File: config.mk
export PLATFORM = sky130hd
export DESIGN_NAME = max_stack
export DESIGN_NICKNAME = d
export VERILOG_FILES = /design/src/rtl/mstk_pkg.sv /design/src/rtl/mstk_ctrl.sv /design/src/rtl/mstk_dp.sv /design/src/rtl/max_stack.sv
export SDC_FILE = /design/constraint.sdc
export NUM_CORES = 1
export LEC_CHECK = 0
export BUFFER_PORTS_ARGS = -buffer_cell sky130_fd_sc_hd__buf_4
export CORE_MARGIN = 5
export CORE_UTILIZATION = 55
export CTS_BUF_LIST = sky130_fd_sc_hd__clkbuf_16
export DETAILED_ROUTE_END_ITERATION = 8
export PLACE_DENSITY = 0.69
export SETUP_SLACK_MARGIN = 0.15
export SLEW_MARGIN = 20
export SYNTH_ARGS = -nofsm -noshare
export SYNTH_HDL_FRONTEND = slang
export SYNTH_SLANG_ARGS = --single-unit
File: constraint.sdc
create_clock -name aclk -period 13.3 [get_ports aclk]
set_clock_uncertainty 0.15 [all_clocks]
set_input_delay 0.665 -clock aclk [delete_from_list [all_inputs] [get_ports aclk]]
set_output_delay 0.665 -clock aclk [all_outputs]
set_load 0.05 [all_outputs]
File: src/rtl/mstk_pkg.sv
// Shared types, codes and defaults for the max-tracking stack.
`timescale 1ns / 1ps

package mstk_pkg;

    localparam int DEPTH_DEF   = 16;
    localparam int WIDTH_DEF   = 32;
    localparam int KIND_W      = 3;
    localparam int VALUE_W     = 32;
    localparam int STATUS_W    = 2;
    localparam int S_TDATA_W   = 32;
    localparam int M_TDATA_W   = 40;
    localparam int M_PAD_W     = M_TDATA_W - VALUE_W - STATUS_W;

    typedef enum logic [KIND_W-1:0] {
        KIND_PUSH     = 3'd0,
        KIND_POP      = 3'd1,
        KIND_TOP      = 3'd2,
        KIND_PEEK_MAX = 3'd3,
        KIND_POP_MAX  = 3'd4
    } kind_t;

    typedef enum logic [STATUS_W-1:0] {
        STAT_OK    = 2'd0,
        STAT_EMPTY = 2'd1,
        STAT_FULL  = 2'd2
    } status_t;

    typedef enum logic [2:0] {
        ST_IDLE,
        ST_DECODE,
        ST_TOP_RD,
        ST_SCAN,
        ST_MAX_DONE,
        ST_SHIFT,
        ST_EMIT
    } state_t;

    // Commands from the controller to the datapath.
    typedef struct packed {
        logic load;
        logic push;
        logic res_empty;
        logic res_full;
        logic res_zero;
        logic top_read;
        logic top_take;
        logic scan_start;
        logic scan_step;
        logic max_take;
        logic shift_start;
        logic shift_step;
        logic occ_dec;
        logic emit;
    } cmd_t;

    // Status from the datapath to the controller.
    typedef struct packed {
        kind_t kind;
        logic  full;
        logic  empty;
        logic  scan_more;
        logic  max_at_top;
        logic  out_busy;
    } stat_t;

endpackage

File: src/rtl/mstk_ctrl.sv
// Controller state machine that sequences each stack operation.
`timescale 1ns / 1ps

module mstk_ctrl (
    input  logic            aclk,
    input  logic            aresetn,
    input  logic            s_tvalid,
    output logic            s_tready,
    input  mstk_pkg::stat_t stat,
    output mstk_pkg::cmd_t  cmd
);
    import mstk_pkg::*;

    state_t state_reg, state_next;

    always_ff @(posedge aclk) begin
        if (!aresetn) begin
            state_reg <= ST_IDLE;
        end else begin
            state_reg <= state_next;
        end
    end

    always_comb begin
        state_next = state_reg;
        case (state_reg)
            ST_IDLE: begin
                if (s_tvalid) begin
                    state_next = ST_DECODE;
                end
            end
            ST_DECODE: begin
                case (stat.kind)
                    KIND_POP, KIND_TOP: begin
                        state_next = stat.empty ? ST_EMIT : ST_TOP_RD;
                    end
                    KIND_PEEK_MAX, KIND_POP_MAX: begin
                        state_next = stat.empty ? ST_EMIT : ST_SCAN;
                    end
                    default: begin
                        state_next = ST_EMIT;
                    end
                endcase
            end
            ST_TOP_RD: begin
                state_next = ST_EMIT;
            end
            ST_SCAN: begin
                if (!stat.scan_more) begin
                    state_next = ST_MAX_DONE;
                end
            end
            ST_MAX_DONE: begin
                if (stat.kind == KIND_POP_MAX && !stat.max_at_top) begin
                    state_next = ST_SHIFT;
                end else begin
                    state_next = ST_EMIT;
                end
            end
            ST_SHIFT: begin
                if (!stat.scan_more) begin
                    state_next = ST_EMIT;
                end
            end
            ST_EMIT: begin
                if (!stat.out_busy) begin
                    state_next = ST_IDLE;
                end
            end
            default: begin
                state_next = ST_IDLE;
            end
        endcase
    end

    always_comb begin
        cmd      = '0;
        s_tready = 1'b0;
        case (state_reg)
            ST_IDLE: begin
                s_tready = 1'b1;
                cmd.load = s_tvalid;
            end
            ST_DECODE: begin
                case (stat.kind)
                    KIND_PUSH: begin
                        cmd.res_full = stat.full;
                        cmd.push     = !stat.full;
                    end
                    KIND_POP, KIND_TOP: begin
                        cmd.res_empty = stat.empty;
                        cmd.top_read  = !stat.empty;
                    end
                    KIND_PEEK_MAX, KIND_POP_MAX: begin
                        cmd.res_empty  = stat.empty;
                        cmd.scan_start = !stat.empty;
                    end
                    default: begin
                        cmd.res_zero = 1'b1;
                    end
                endcase
            end
            ST_TOP_RD: begin
                cmd.top_take = 1'b1;
                cmd.occ_dec  = (stat.kind == KIND_POP);
            end
            ST_SCAN: begin
                cmd.scan_step = 1'b1;
            end
            ST_MAX_DONE: begin
                cmd.max_take = 1'b1;
                if (stat.kind == KIND_POP_MAX) begin
                    cmd.occ_dec     = stat.max_at_top;
                    cmd.shift_start = !stat.max_at_top;
                end
            end
            ST_SHIFT: begin
                cmd.shift_step = 1'b1;
                cmd.occ_dec    = !stat.scan_more;
            end
            ST_EMIT: begin
                cmd.emit = !stat.out_busy;
            end
            default: begin
                cmd = '0;
            end
        endcase
    end

endmodule

File: src/rtl/mstk_dp.sv
// Datapath: entry memory, occupancy, max scan, compaction and result register.
`timescale 1ns / 1ps

module mstk_dp #(
    parameter int DEPTH = mstk_pkg::DEPTH_DEF,
    parameter int WIDTH = mstk_pkg::WIDTH_DEF
) (
    input  logic                           aclk,
    input  logic                           aresetn,
    input  mstk_pkg::cmd_t                 cmd,
    output mstk_pkg::stat_t                stat,
    input  logic [mstk_pkg::S_TDATA_W-1:0] s_tdata,
    input  logic [mstk_pkg::KIND_W-1:0]    s_tuser,
    output logic                           m_tvalid,
    input  logic                           m_tready,
    output logic [mstk_pkg::M_TDATA_W-1:0] m_tdata
);
    import mstk_pkg::*;

    localparam int AW = $clog2(DEPTH);
    localparam int OW = $clog2(DEPTH + 1);

    logic [WIDTH-1:0] mem [DEPTH];
    logic [WIDTH-1:0] rdata_reg;

    logic             rd_en;
    logic [AW-1:0]    rd_addr;
    logic             wr_en;
    logic [AW-1:0]    wr_addr;
    logic [WIDTH-1:0] wr_data;

    kind_t            kind_reg, kind_next;
    logic [WIDTH-1:0] word_reg, word_next;
    logic [OW-1:0]    occ_reg, occ_next;
    logic [OW-1:0]    idx_reg, idx_next;
    logic [AW-1:0]    wr_idx_reg, wr_idx_next;
    logic [WIDTH-1:0] best_reg, best_next;
    logic [AW-1:0]    pos_reg, pos_next;
    logic [VALUE_W-1:0] res_val_reg, res_val_next;
    status_t          res_stat_reg, res_stat_next;
    logic             m_tvalid_reg, m_tvalid_next;
    logic [M_TDATA_W-1:0] m_tdata_reg, m_tdata_next;

    logic signed [VALUE_W-1:0] push_s;
    logic [63:0]               push_ext;
    logic signed [WIDTH-1:0]   rd_s;
    logic signed [WIDTH-1:0]   best_s;
    logic [63:0]               rd_ext;
    logic [63:0]               best_ext;
    logic [OW-1:0]             occ_m1;
    logic [OW-1:0]             idx_m1;
    logic [OW-1:0]             pos_p1;
    logic                      scan_first;
    logic                      scan_better;
    logic                      scan_more;

    // Push values are sign-extended and cut to the stored word width.
    assign push_s   = signed'(s_tdata[VALUE_W-1:0]);
    assign push_ext = 64'(push_s);
    assign rd_s     = signed'(rdata_reg);
    assign best_s   = signed'(best_reg);
    assign rd_ext   = 64'(rd_s);
    assign best_ext = 64'(best_s);

    assign occ_m1      = occ_reg - OW'(1);
    assign idx_m1      = idx_reg - OW'(1);
    assign pos_p1      = OW'(pos_reg) + OW'(1);
    assign scan_first  = (idx_reg == OW'(1));
    assign scan_better = (rd_s >= best_s);
    assign scan_more   = (idx_reg < occ_reg);

    always_comb begin
        kind_next     = kind_reg;
        word_next     = word_reg;
        occ_next      = occ_reg;
        idx_next      = idx_reg;
        wr_idx_next   = wr_idx_reg;
        best_next     = best_reg;
        pos_next      = pos_reg;
        res_val_next  = res_val_reg;
        res_stat_next = res_stat_reg;
        m_tvalid_next = m_tvalid_reg;
        m_tdata_next  = m_tdata_reg;
        rd_en         = 1'b0;
        rd_addr       = idx_reg[AW-1:0];
        wr_en         = 1'b0;
        wr_addr       = occ_reg[AW-1:0];
        wr_data       = word_reg;

        if (cmd.load) begin
            kind_next = kind_t'(s_tuser);
            word_next = push_ext[WIDTH-1:0];
        end
        if (cmd.push) begin
            wr_en         = 1'b1;
            occ_next      = occ_reg + OW'(1);
            res_val_next  = '0;
            res_stat_next = STAT_OK;
        end
        if (cmd.res_empty) begin
            res_val_next  = '0;
            res_stat_next = STAT_EMPTY;
        end
        if (cmd.res_full) begin
            res_val_next  = '0;
            res_stat_next = STAT_FULL;
        end
        if (cmd.res_zero) begin
            res_val_next  = '0;
            res_stat_next = STAT_OK;
        end
        if (cmd.top_read) begin
            rd_en   = 1'b1;
            rd_addr = occ_m1[AW-1:0];
        end
        if (cmd.top_take) begin
            res_val_next  = rd_ext[VALUE_W-1:0];
            res_stat_next = STAT_OK;
        end
        if (cmd.scan_start) begin
            rd_en    = 1'b1;
            rd_addr  = '0;
            idx_next = OW'(1);
        end
        // The read data holds the entry at idx - 1; ties move toward the top.
        if (cmd.scan_step) begin
            if (scan_first || scan_better) begin
                best_next = rdata_reg;
                pos_next  = idx_m1[AW-1:0];
            end
            if (scan_more) begin
                rd_en    = 1'b1;
                idx_next = idx_reg + OW'(1);
            end
        end
        if (cmd.max_take) begin
            res_val_next  = best_ext[VALUE_W-1:0];
            res_stat_next = STAT_OK;
        end
        if (cmd.shift_start) begin
            rd_en       = 1'b1;
            rd_addr     = pos_p1[AW-1:0];
            wr_idx_next = pos_reg;
            idx_next    = pos_p1 + OW'(1);
        end
        // Each step writes the entry read in the previous cycle into the slot below it.
        if (cmd.shift_step) begin
            wr_en       = 1'b1;
            wr_addr     = wr_idx_reg;
            wr_data     = rdata_reg;
            wr_idx_next = wr_idx_reg + AW'(1);
            if (scan_more) begin
                rd_en    = 1'b1;
                idx_next = idx_reg + OW'(1);
            end
        end
        if (cmd.occ_dec) begin
            occ_next = occ_m1;
        end

        if (m_tvalid_reg && m_tready) begin
            m_tvalid_next = 1'b0;
        end
        if (cmd.emit) begin
            m_tvalid_next = 1'b1;
            m_tdata_next  = {{M_PAD_W{1'b0}}, res_stat_reg, res_val_reg};
        end
    end

    always_ff @(posedge aclk) begin
        if (wr_en) begin
            mem[wr_addr] <= wr_data;
        end
        if (rd_en) begin
            rdata_reg <= mem[rd_addr];
        end
    end

    always_ff @(posedge aclk) begin
        if (!aresetn) begin
            occ_reg      <= '0;
            m_tvalid_reg <= 1'b0;
        end else begin
            occ_reg      <= occ_next;
            m_tvalid_reg <= m_tvalid_next;
        end
    end

    always_ff @(posedge aclk) begin
        kind_reg     <= kind_next;
        word_reg     <= word_next;
        idx_reg      <= idx_next;
        wr_idx_reg   <= wr_idx_next;
        best_reg     <= best_next;
        pos_reg      <= pos_next;
        res_val_reg  <= res_val_next;
        res_stat_reg <= res_stat_next;
        m_tdata_reg  <= m_tdata_next;
    end

    assign stat.kind       = kind_reg;
    assign stat.full       = (occ_reg == OW'(DEPTH));
    assign stat.empty      = (occ_reg == '0);
    assign stat.scan_more  = scan_more;
    assign stat.max_at_top = (pos_p1 == occ_reg);
    assign stat.out_busy   = m_tvalid_reg && !m_tready;

    assign m_tvalid = m_tvalid_reg;
    assign m_tdata  = m_tdata_reg;

    a_occ_bound: assert property (@(posedge aclk) disable iff (!aresetn)
        occ_reg <= OW'(DEPTH))
        else $error("occupancy beyond depth");

    a_push_room: assert property (@(posedge aclk) disable iff (!aresetn)
        cmd.push |-> (occ_reg != OW'(DEPTH)))
        else $error("push written into a full stack");

    a_shift_inside: assert property (@(posedge aclk) disable iff (!aresetn)
        cmd.shift_step |-> ((OW'(wr_idx_reg) + OW'(1)) < occ_reg))
        else $error("compaction write outside held entries");

    a_emit_free: assert property (@(posedge aclk) disable iff (!aresetn)
        cmd.emit |=> (m_tvalid_reg && (m_tdata_reg[VALUE_W +: STATUS_W] ==
                                       $past(res_stat_reg))))
        else $error("result not loaded into the output register");

endmodule

File: src/rtl/max_stack.sv
// Top level of the bounded stack of signed words with maximum tracking.
//
// Input channel (s_): each transfer carries one operation in s_tuser
// (push, pop, top, peek max, pop max) and the value to push in s_tdata.
// Result channel (m_): exactly one transfer per input item, carrying the
// popped or read value and a status (ok, stack empty, stack full).
// Items are handled one at a time by a controller that steps the datapath.
// Peek max and pop max scan all held entries for the maximum; pop max then
// compacts the entries above the removed maximum unless it was the top one.
// The scan and the compaction each move one entry per cycle through the
// single read port of the entry memory.
// The next item is taken in the cycle after a result is loaded, while that
// result may still wait in the output register. If the receiver stalls, the
// block finishes the current item and holds it until the output frees up.
// Reset empties the stack and drops any pending result; entry contents are
// left as they are and are never read before being written again.
`timescale 1ns / 1ps

module max_stack #(
    parameter int DEPTH = mstk_pkg::DEPTH_DEF,
    parameter int WIDTH = mstk_pkg::WIDTH_DEF
) (
    input  logic                           aclk,
    input  logic                           aresetn,
    input  logic                           s_tvalid,
    output logic                           s_tready,
    input  logic [mstk_pkg::S_TDATA_W-1:0] s_tdata,   // [31:0] push_value
    input  logic [mstk_pkg::KIND_W-1:0]    s_tuser,   // [2:0] kind
    output logic                           m_tvalid,
    input  logic                           m_tready,
    output logic [mstk_pkg::M_TDATA_W-1:0] m_tdata    // [31:0] result_value, [33:32] status
);
    import mstk_pkg::*;

    cmd_t  cmd;
    stat_t stat;

    mstk_ctrl u_ctrl (
        .aclk     (aclk),
        .aresetn  (aresetn),
        .s_tvalid (s_tvalid),
        .s_tready (s_tready),
        .stat     (stat),
        .cmd      (cmd)
    );

    mstk_dp #(
        .DEPTH (DEPTH),
        .WIDTH (WIDTH)
    ) u_dp (
        .aclk     (aclk),
        .aresetn  (aresetn),
        .cmd      (cmd),
        .stat     (stat),
        .s_tdata  (s_tdata),
        .s_tuser  (s_tuser),
        .m_tvalid (m_tvalid),
        .m_tready (m_tready),
        .m_tdata  (m_tdata)
    );

endmodule
==> metrics.md, run 1 <==
| Metric | Value |
|---|---|
| Max_cap viols | `0` |
| Die Width | `239 um` |
| Total Wirelength | `68100 um` |
| Post-cts gate resize count | `0` |
| Number of global-route vias before repair | `17300` |
| Crit-path cells | `inv_1 > ha_1 > xnor2_1 > nor2_1 > a41o_1 > mux2i_4 > buf_4 > buf_4 > a211oi_1 > a311o_1 > nand4_1` |
| Crit path DAT | `5750 ps` |
| Hold Path Class | `in -> reg` |
| CTS tree | `built` |
| Clk_lat worst skew | `600 ps` |
| ANT cells | `0` |
| Vias | `17700` |
| Most used cell, CP | `buf_4` |
| Maximum vdd drop | `0.222 mV` |
| Area of the multi-input gates | `7330 um2` |
| Rows | `83` |
| PnR worst setup slack | `7860 ps` |
| Count of buffers from port buffering | `74` |
| Final slew viol count | `0` |
| Largest net degree at the start of global routing | `254` |
| Tmin final | `5440 ps` |
| Total power | `7.03 mW` |
| Hold buffer count at CTS | `0` |
| #FFs+latches synth | `701` |
| Endpoints failing setup | `0` |
| Gpl congestion | `0.832` |
| Clk slew on worst S/H paths | `70 ps` |
| Setup TNS Final | `0 ps` |
| Post-CTS Setup Bufs | `0` |
| Die height | `239 um` |
| Final Hold Fails | `0` |
| Synth async-reset ratio | `0` |
| Starting Density | `0.558` |
| Max incr delay on CP | `860 ps` |
| Part of the cycle the worst path needs | `0.409` |
| Avg Cell Area, Syn | `13.2 um2` |
| IO Count | `81` |
| Synthesis warning total | `0` |
| NumNets Final | `2323` |
| Post-synth EDFFs | `685` |
| Power per cell area | `217 nW/um2` |
| Vias per Instance | `5.95` |
| FF/Latch Area | `20900 um2` |
| Post-Synthesis Cell Area | `28800 um2` |
| R2R setup slack | `7860 ps` |
| Initial drt markers | `1700` |
| Remaining DRCs | `0` |
| Largest register FFs | `512` |
| Clock Sinks | `701` |
| Die Footprint | `57000 um2` |
| Fmax | `0.184 GHz` |
| First-pass GRT wire length | `102000 um` |
| Synth cell types | `68` |
| Total GRT Usage | `0.236` |
| Worst Max-Slew Pin Slew | `1090 ps` |
| Post-synthesis instance total | `2178` |
| CTS buffer count | `72` |
| Worst EP required | `13610 ps` |
| CP Class | `reg -> reg` |
| Max Root-Sink Buffers | `3` |
| CP max FO | `96` |
| Initial antenna violation count | `2` |
| RSZ-0062 raised after global routing | `no` |
| Core area | `51600 um2` |
| Seq/Total Area, Yosys | `0.726` |
| Routed Antenna Nets | `0` |
| Slowest CP cell | `buf_4` |
| CP Capture Type | `flip-flop` |
| CP startpoint kind | `flip-flop` |
| Worst slew margin relative to its limit | `0.271` |
| DRT Pass-1 Iters | `5` |
| Synthesis-to-finish area growth | `12.4%` |
| Detailed placer's ending HPWL | `34900 um` |
| Fraction of layout cells with a size suffix above 1 | `0.108` |
| Outcome | `completed` |
| Leak | `11.7 nW` |
| Clk Tree Root Cell | `clkbuf_16` |
| Layout fillers | `3736` |
| Drt wl/cell | `22.9 um` |
| Congestion Overflow GR | `0` |
| Htree depth | `3` |
| Worst slack, placed | `7910 ps` |
| Ys flop type | `edfxtp_1` |
-- worst paths after layout --
path | cells past startpoint | endpoint | startpoint
worst max register to register | 11 | u_dp.rd_s[19]$_DFFE_PP_ | u_dp.pos_reg[0]$_DFFE_PP_
worst min-delay path | 1 | u_dp.word_reg[21]$_DFFE_PP_ | s_tdata[21]
worst min register to register | 0 | u_dp.m_tdata[9]$_DFFE_PP_ | u_dp.res_val_reg[9]$_DFFE_PP_
worst max-delay path | 11 | u_dp.rd_s[19]$_DFFE_PP_ | u_dp.pos_reg[0]$_DFFE_PP_
-- layout by cell type (no fill, tap or decap), types with 16 or more instances in the layout --
cell,synthesis,routed
a311o_1,31,31
and2_0,22,21
nand3_1,101,101
o21ai_0,18,18
edfxtp_1,685,685
nand2_1,662,661
a21oi_1,20,20
nor2_1,50,30
buf_4,8,107
o211ai_1,94,94
nor2_4,0,19
a22o_1,33,33
ha_1,45,45
inv_1,42,60
nand4_1,38,38
clkbuf_16,0,76
a211oi_1,33,33
dfxtp_1,16,16
-- metrics by stage --
stage / instances / area, um2 / hold WS, ps / util
after CTS: 2968 / 32300 / 52.6 / 0.626
after floorplan: 2183 / 28800 / 250 / -
after global routing: 2970 / 32400 / 64.8 / 0.627
after detailed placement: 2843 / 30100 / 256 / 0.583
after global placement: 2843 / 30100 / 251 / 0.583
final: 2970 / 32400 / 85.1 / 0.627
-- power by group --
group	switching [mW]	total [mW]	internal (mW)	leakage (nW)
sequential	0.147	3.05	2.91	6.34
combinational	1.45	2.07	0.619	4.24
clock	0.805	1.91	1.11	1.15
total	2.40	7.03	4.63	11.7
-- cell usage after synthesis (11+ instances only) --
cell type	count	area, um2
a211oi_1	33	248
a21o_1	14	105
a21oi_1	20	100
a22o_1	33	289
a311o_1	31	310
and2_0	22	138
and2_1	12	75.1
buf_2	67	335
clkbuf_1	49	184
dfxtp_1	16	320
edfxtp_1	685	20600
ha_1	45	563
inv_1	42	158
mux2i_1	11	110
nand2_1	662	2480
nand3_1	101	505
nand4_1	38	238
nor2_1	50	188
nor3_1	15	75.1
o211ai_1	94	706
o21ai_0	18	90.1
-- layout make-up --
cell class              instances  share of cell area
inverters                      42             0.00487
clock inverters                49              0.0103
flip-flops and latches        701               0.646
well taps                     680              0.0263
repair buffers                111              0.0278
clock buffers                  76              0.0588
multi-input cells            1311               0.226
-- per-layer routing --
| metal | track usage | vias to the layer above | share of wire | wire length, um |
|---|---|---|---|---|
| li1 | - | 8111 | - | - |
| met1 | 0.320 | 8712 | 0.40 | 27400 |
| met2 | 0.388 | 716 | 0.49 | 33100 |
| met3 | 0.0405 | 134 | 0.081 | 5500 |
| met4 | 0.0850 | 0 | 0.031 | 2130 |
| met5 | 0 | - | 0 | 0 |
-- logic make-up after synthesis --
family,after synthesis,synth area share
xor+xnor,20,0.00634
simple gates,939,0.139
flops,701,0.726
compound gates,286,0.0765
buf+inv,171,0.0265
mux,15,0.00617
other cells,1,0.000130
fa+ha+maj,45,0.0196
-- worst max-delay path: cells and delay by family, from the launching register on --
family	cells	cell delay, ps
buffers and inverters	3	1700
AO/OA/AOI/OAI	3	1300
flip-flops	1	730
adder cells (fa/ha/maj)	1	420
multiplexers	1	330
AND/OR/NAND/NOR	2	320
XOR/XNOR	1	150
Power figures use the tool's default switching activity.
==> run 2, diff against run 1 <==
--- a/config.mk
+++ b/config.mk
@@ -10,7 +10,7 @@
 export CORE_UTILIZATION = 55
 export CTS_BUF_LIST = sky130_fd_sc_hd__clkbuf_16
 export DETAILED_ROUTE_END_ITERATION = 8
-export PLACE_DENSITY = 0.69
+export PLACE_DENSITY = 0.71
 export SETUP_SLACK_MARGIN = 0.15
 export SLEW_MARGIN = 20
 export SYNTH_ARGS = -nofsm -noshare
==> constraint.sdc (replaced) <==
create_clock -name aclk -period 4.4 [get_ports aclk]
set_clock_uncertainty 0.15 [all_clocks]
set_input_delay 0.22 -clock aclk [delete_from_list [all_inputs] [get_ports aclk]]
set_output_delay 0.22 -clock aclk [all_outputs]
set_load 0.05 [all_outputs]
==> run 2 against run 1 <==
Effect of this change:
- hold slack improved by 94 ps
- setup slack got worse by 7300 ps
- critical path type unchanged
- critical endpoint is now u_dp.rd_s[15]$_DFFE_PP_
- non-clock buffer count increased by 69
- maximum frequency increased by 40%
- sequential share of layout area decreased by 2.1 points
- sequential cell count unchanged
- design area increased by 3.4%
- final cell count increased by 2.5%
==> metrics.md, run 2 (synthesized netlist as in run 1, its figures left out) <==
| Metric | Value |
|---|---|
| Max incr delay on CP | `770 ps` |
| Rows | `83` |
| Congestion Overflow GR | `0` |
| CP Class | `reg -> reg` |
| Max_cap viols | `0` |
| Power per cell area | `666 nW/um2` |
| Fmax | `0.258 GHz` |
| Maximum vdd drop | `0.396 mV` |
| Worst slew margin relative to its limit | `0.277` |
| Leak | `12.2 nW` |
| Routed Antenna Nets | `0` |
| Worst Max-Slew Pin Slew | `1080 ps` |
| Crit path buf inv count | `2` |
| Slowest CP cell | `mux2i_4` |
| Part of the cycle the worst path needs | `0.882` |
| IO Count | `81` |
| Htree depth | `3` |
| Fraction of layout cells with a size suffix above 1 | `0.122` |
| Detailed placer's ending HPWL | `37600 um` |
| Final Util | `0.648` |
| Total power | `22.3 mW` |
| Endpoints failing setup | `0` |
| Number of global-route vias before repair | `17800` |
| Clk Tree Root Cell | `clkbuf_16` |
| Most frequent cells in the layout | `edfxtp_1 (685), nand2_1 (661), buf_4 (120), nand3_1 (101), o211ai_1 (94)` |
| Worst Hold Depth | `2` |
| Tmin final | `3880 ps` |
| Initial drt markers | `1724` |
| Worst r2r path cells | `11` |
| Worst slack, placed | `568 ps` |
| Most common cell after layout, fill and taps aside | `edfxtp_1` |
| CP startpoint kind | `flip-flop` |
| Largest register FFs | `512` |
| FF/Latch Area | `20900 um2` |
| First-pass GRT wire length | `104000 um` |
| Worst path depth | `11` |
| NumNets Final | `2393` |
| Core area | `51600 um2` |
| Largest net degree at the start of global routing | `113` |
| Vias per Instance | `5.96` |
| Post-CTS Setup Bufs | `0` |
| Die Width | `239 um` |
| Crit-path cells | `inv_1 > ha_1 > xnor2_1 > nor2_1 > a41o_1 > mux2i_4 > buf_12 > and2_0 > a211oi_1 > a311o_1 > nand4_1` |
| CTS buffer count | `73` |
| Die Footprint | `57000 um2` |
| Area of the multi-input gates | `7340 um2` |
| Clk_lat worst skew | `610 ps` |
| Die height | `239 um` |
| Outcome | `completed` |
| Vias | `18100` |
| DRT Pass-1 Iters | `5` |
| Max Root-Sink Buffers | `3` |
| Clk slew on worst S/H paths | `60 ps` |
| PnR worst setup slack | `521 ps` |
| Hold buffer count at CTS | `39` |
| Clock Sinks | `701` |
| ANT cells | `0` |
| Remaining DRCs | `0` |
| RSZ-0062 raised after global routing | `no` |
| Total GRT Usage | `0.239` |
| Post-cts gate resize count | `0` |
| Setup TNS Final | `0 ps` |
| CTS tree | `built` |
| Final slew viol count | `0` |
| Drt wl/cell | `22.5 um` |
| Crit path DAT | `4200 ps` |
| CP Capture Type | `flip-flop` |
| Final Hold Fails | `0` |
| Total Wirelength | `68500 um` |
| CP max FO | `45` |
| Worst EP required | `4720 ps` |
| Initial antenna violation count | `1` |
| Count of buffers from port buffering | `74` |
| Hold Path Class | `in -> reg` |
| Starting Density | `0.558` |
| Gpl congestion | `0.825` |
| CP delay by family, top | `compound AO/OA/AOI/OAI gates` |
| Synthesis-to-finish area growth | `16.2%` |
| Layout fillers | `3586` |
==> run 2: cell count changes in the layout (fill, tap and decap cells not counted), moves of 2 or more <==
cell	before	now
buf_12	2	20
buf_4	107	120
bufinv_16	4	11
clkbuf_16	76	78
clkinv_2	9	7
clkinv_4	0	3
dlygate4sd3_1	0	39
inv_1	60	55
==> run 2: where the power goes <==
| part | total [mW] | internal, mW | switching, mW |
|---|---|---|---|
| Combinational | 6.71 | 2.17 | 4.54 |
| Clock | 6.36 | 3.85 | 2.51 |
| Sequential | 9.21 | 8.78 | 0.433 |
==> run 2: final timing paths <==
kind / startpoint / to / slack [ps]
max: u_dp.pos_reg[0]$_DFFE_PP_ / u_dp.rd_s[15]$_DFFE_PP_ / 520
min: s_tdata[25] / u_dp.word_reg[25]$_DFFE_PP_ / 180
max reg2reg: u_dp.pos_reg[0]$_DFFE_PP_ / u_dp.rd_s[15]$_DFFE_PP_ / 520
min reg2reg: u_dp.res_val_reg[16]$_DFFE_PP_ / u_dp.m_tdata[16]$_DFFE_PP_ / 260
==> run 2: area by class of cell <==
type,count,share of cell area
flip-flops and latches,701,0.624
clock inverters,53,0.0163
well taps,680,0.0254
clock buffers,78,0.0584
inverters,42,0.00471
repair buffers,180,0.0514
multi-input cells,1311,0.219
==> run 2: stage by stage <==
stage               cells  hold WS [ps]  cell area, um2
floorplan            2183           169           28800
global placement     2873           248           30500
detailed placement   2875           249           30600
CTS                  3045           142           33500
global route         3045           164           33500
finish               3045           179           33500
==> run 2: routing by layer <==
| layer | vias up | part of all wire | track usage |
|---|---|---|---|
| li1 | 8260 | - | - |
| met1 | 8892 | 0.40 | 0.332 |
| met2 | 854 | 0.48 | 0.392 |
| met3 | 140 | 0.093 | 0.0423 |
| met4 | 0 | 0.025 | 0.0741 |
| met5 | - | 0 | 0 |
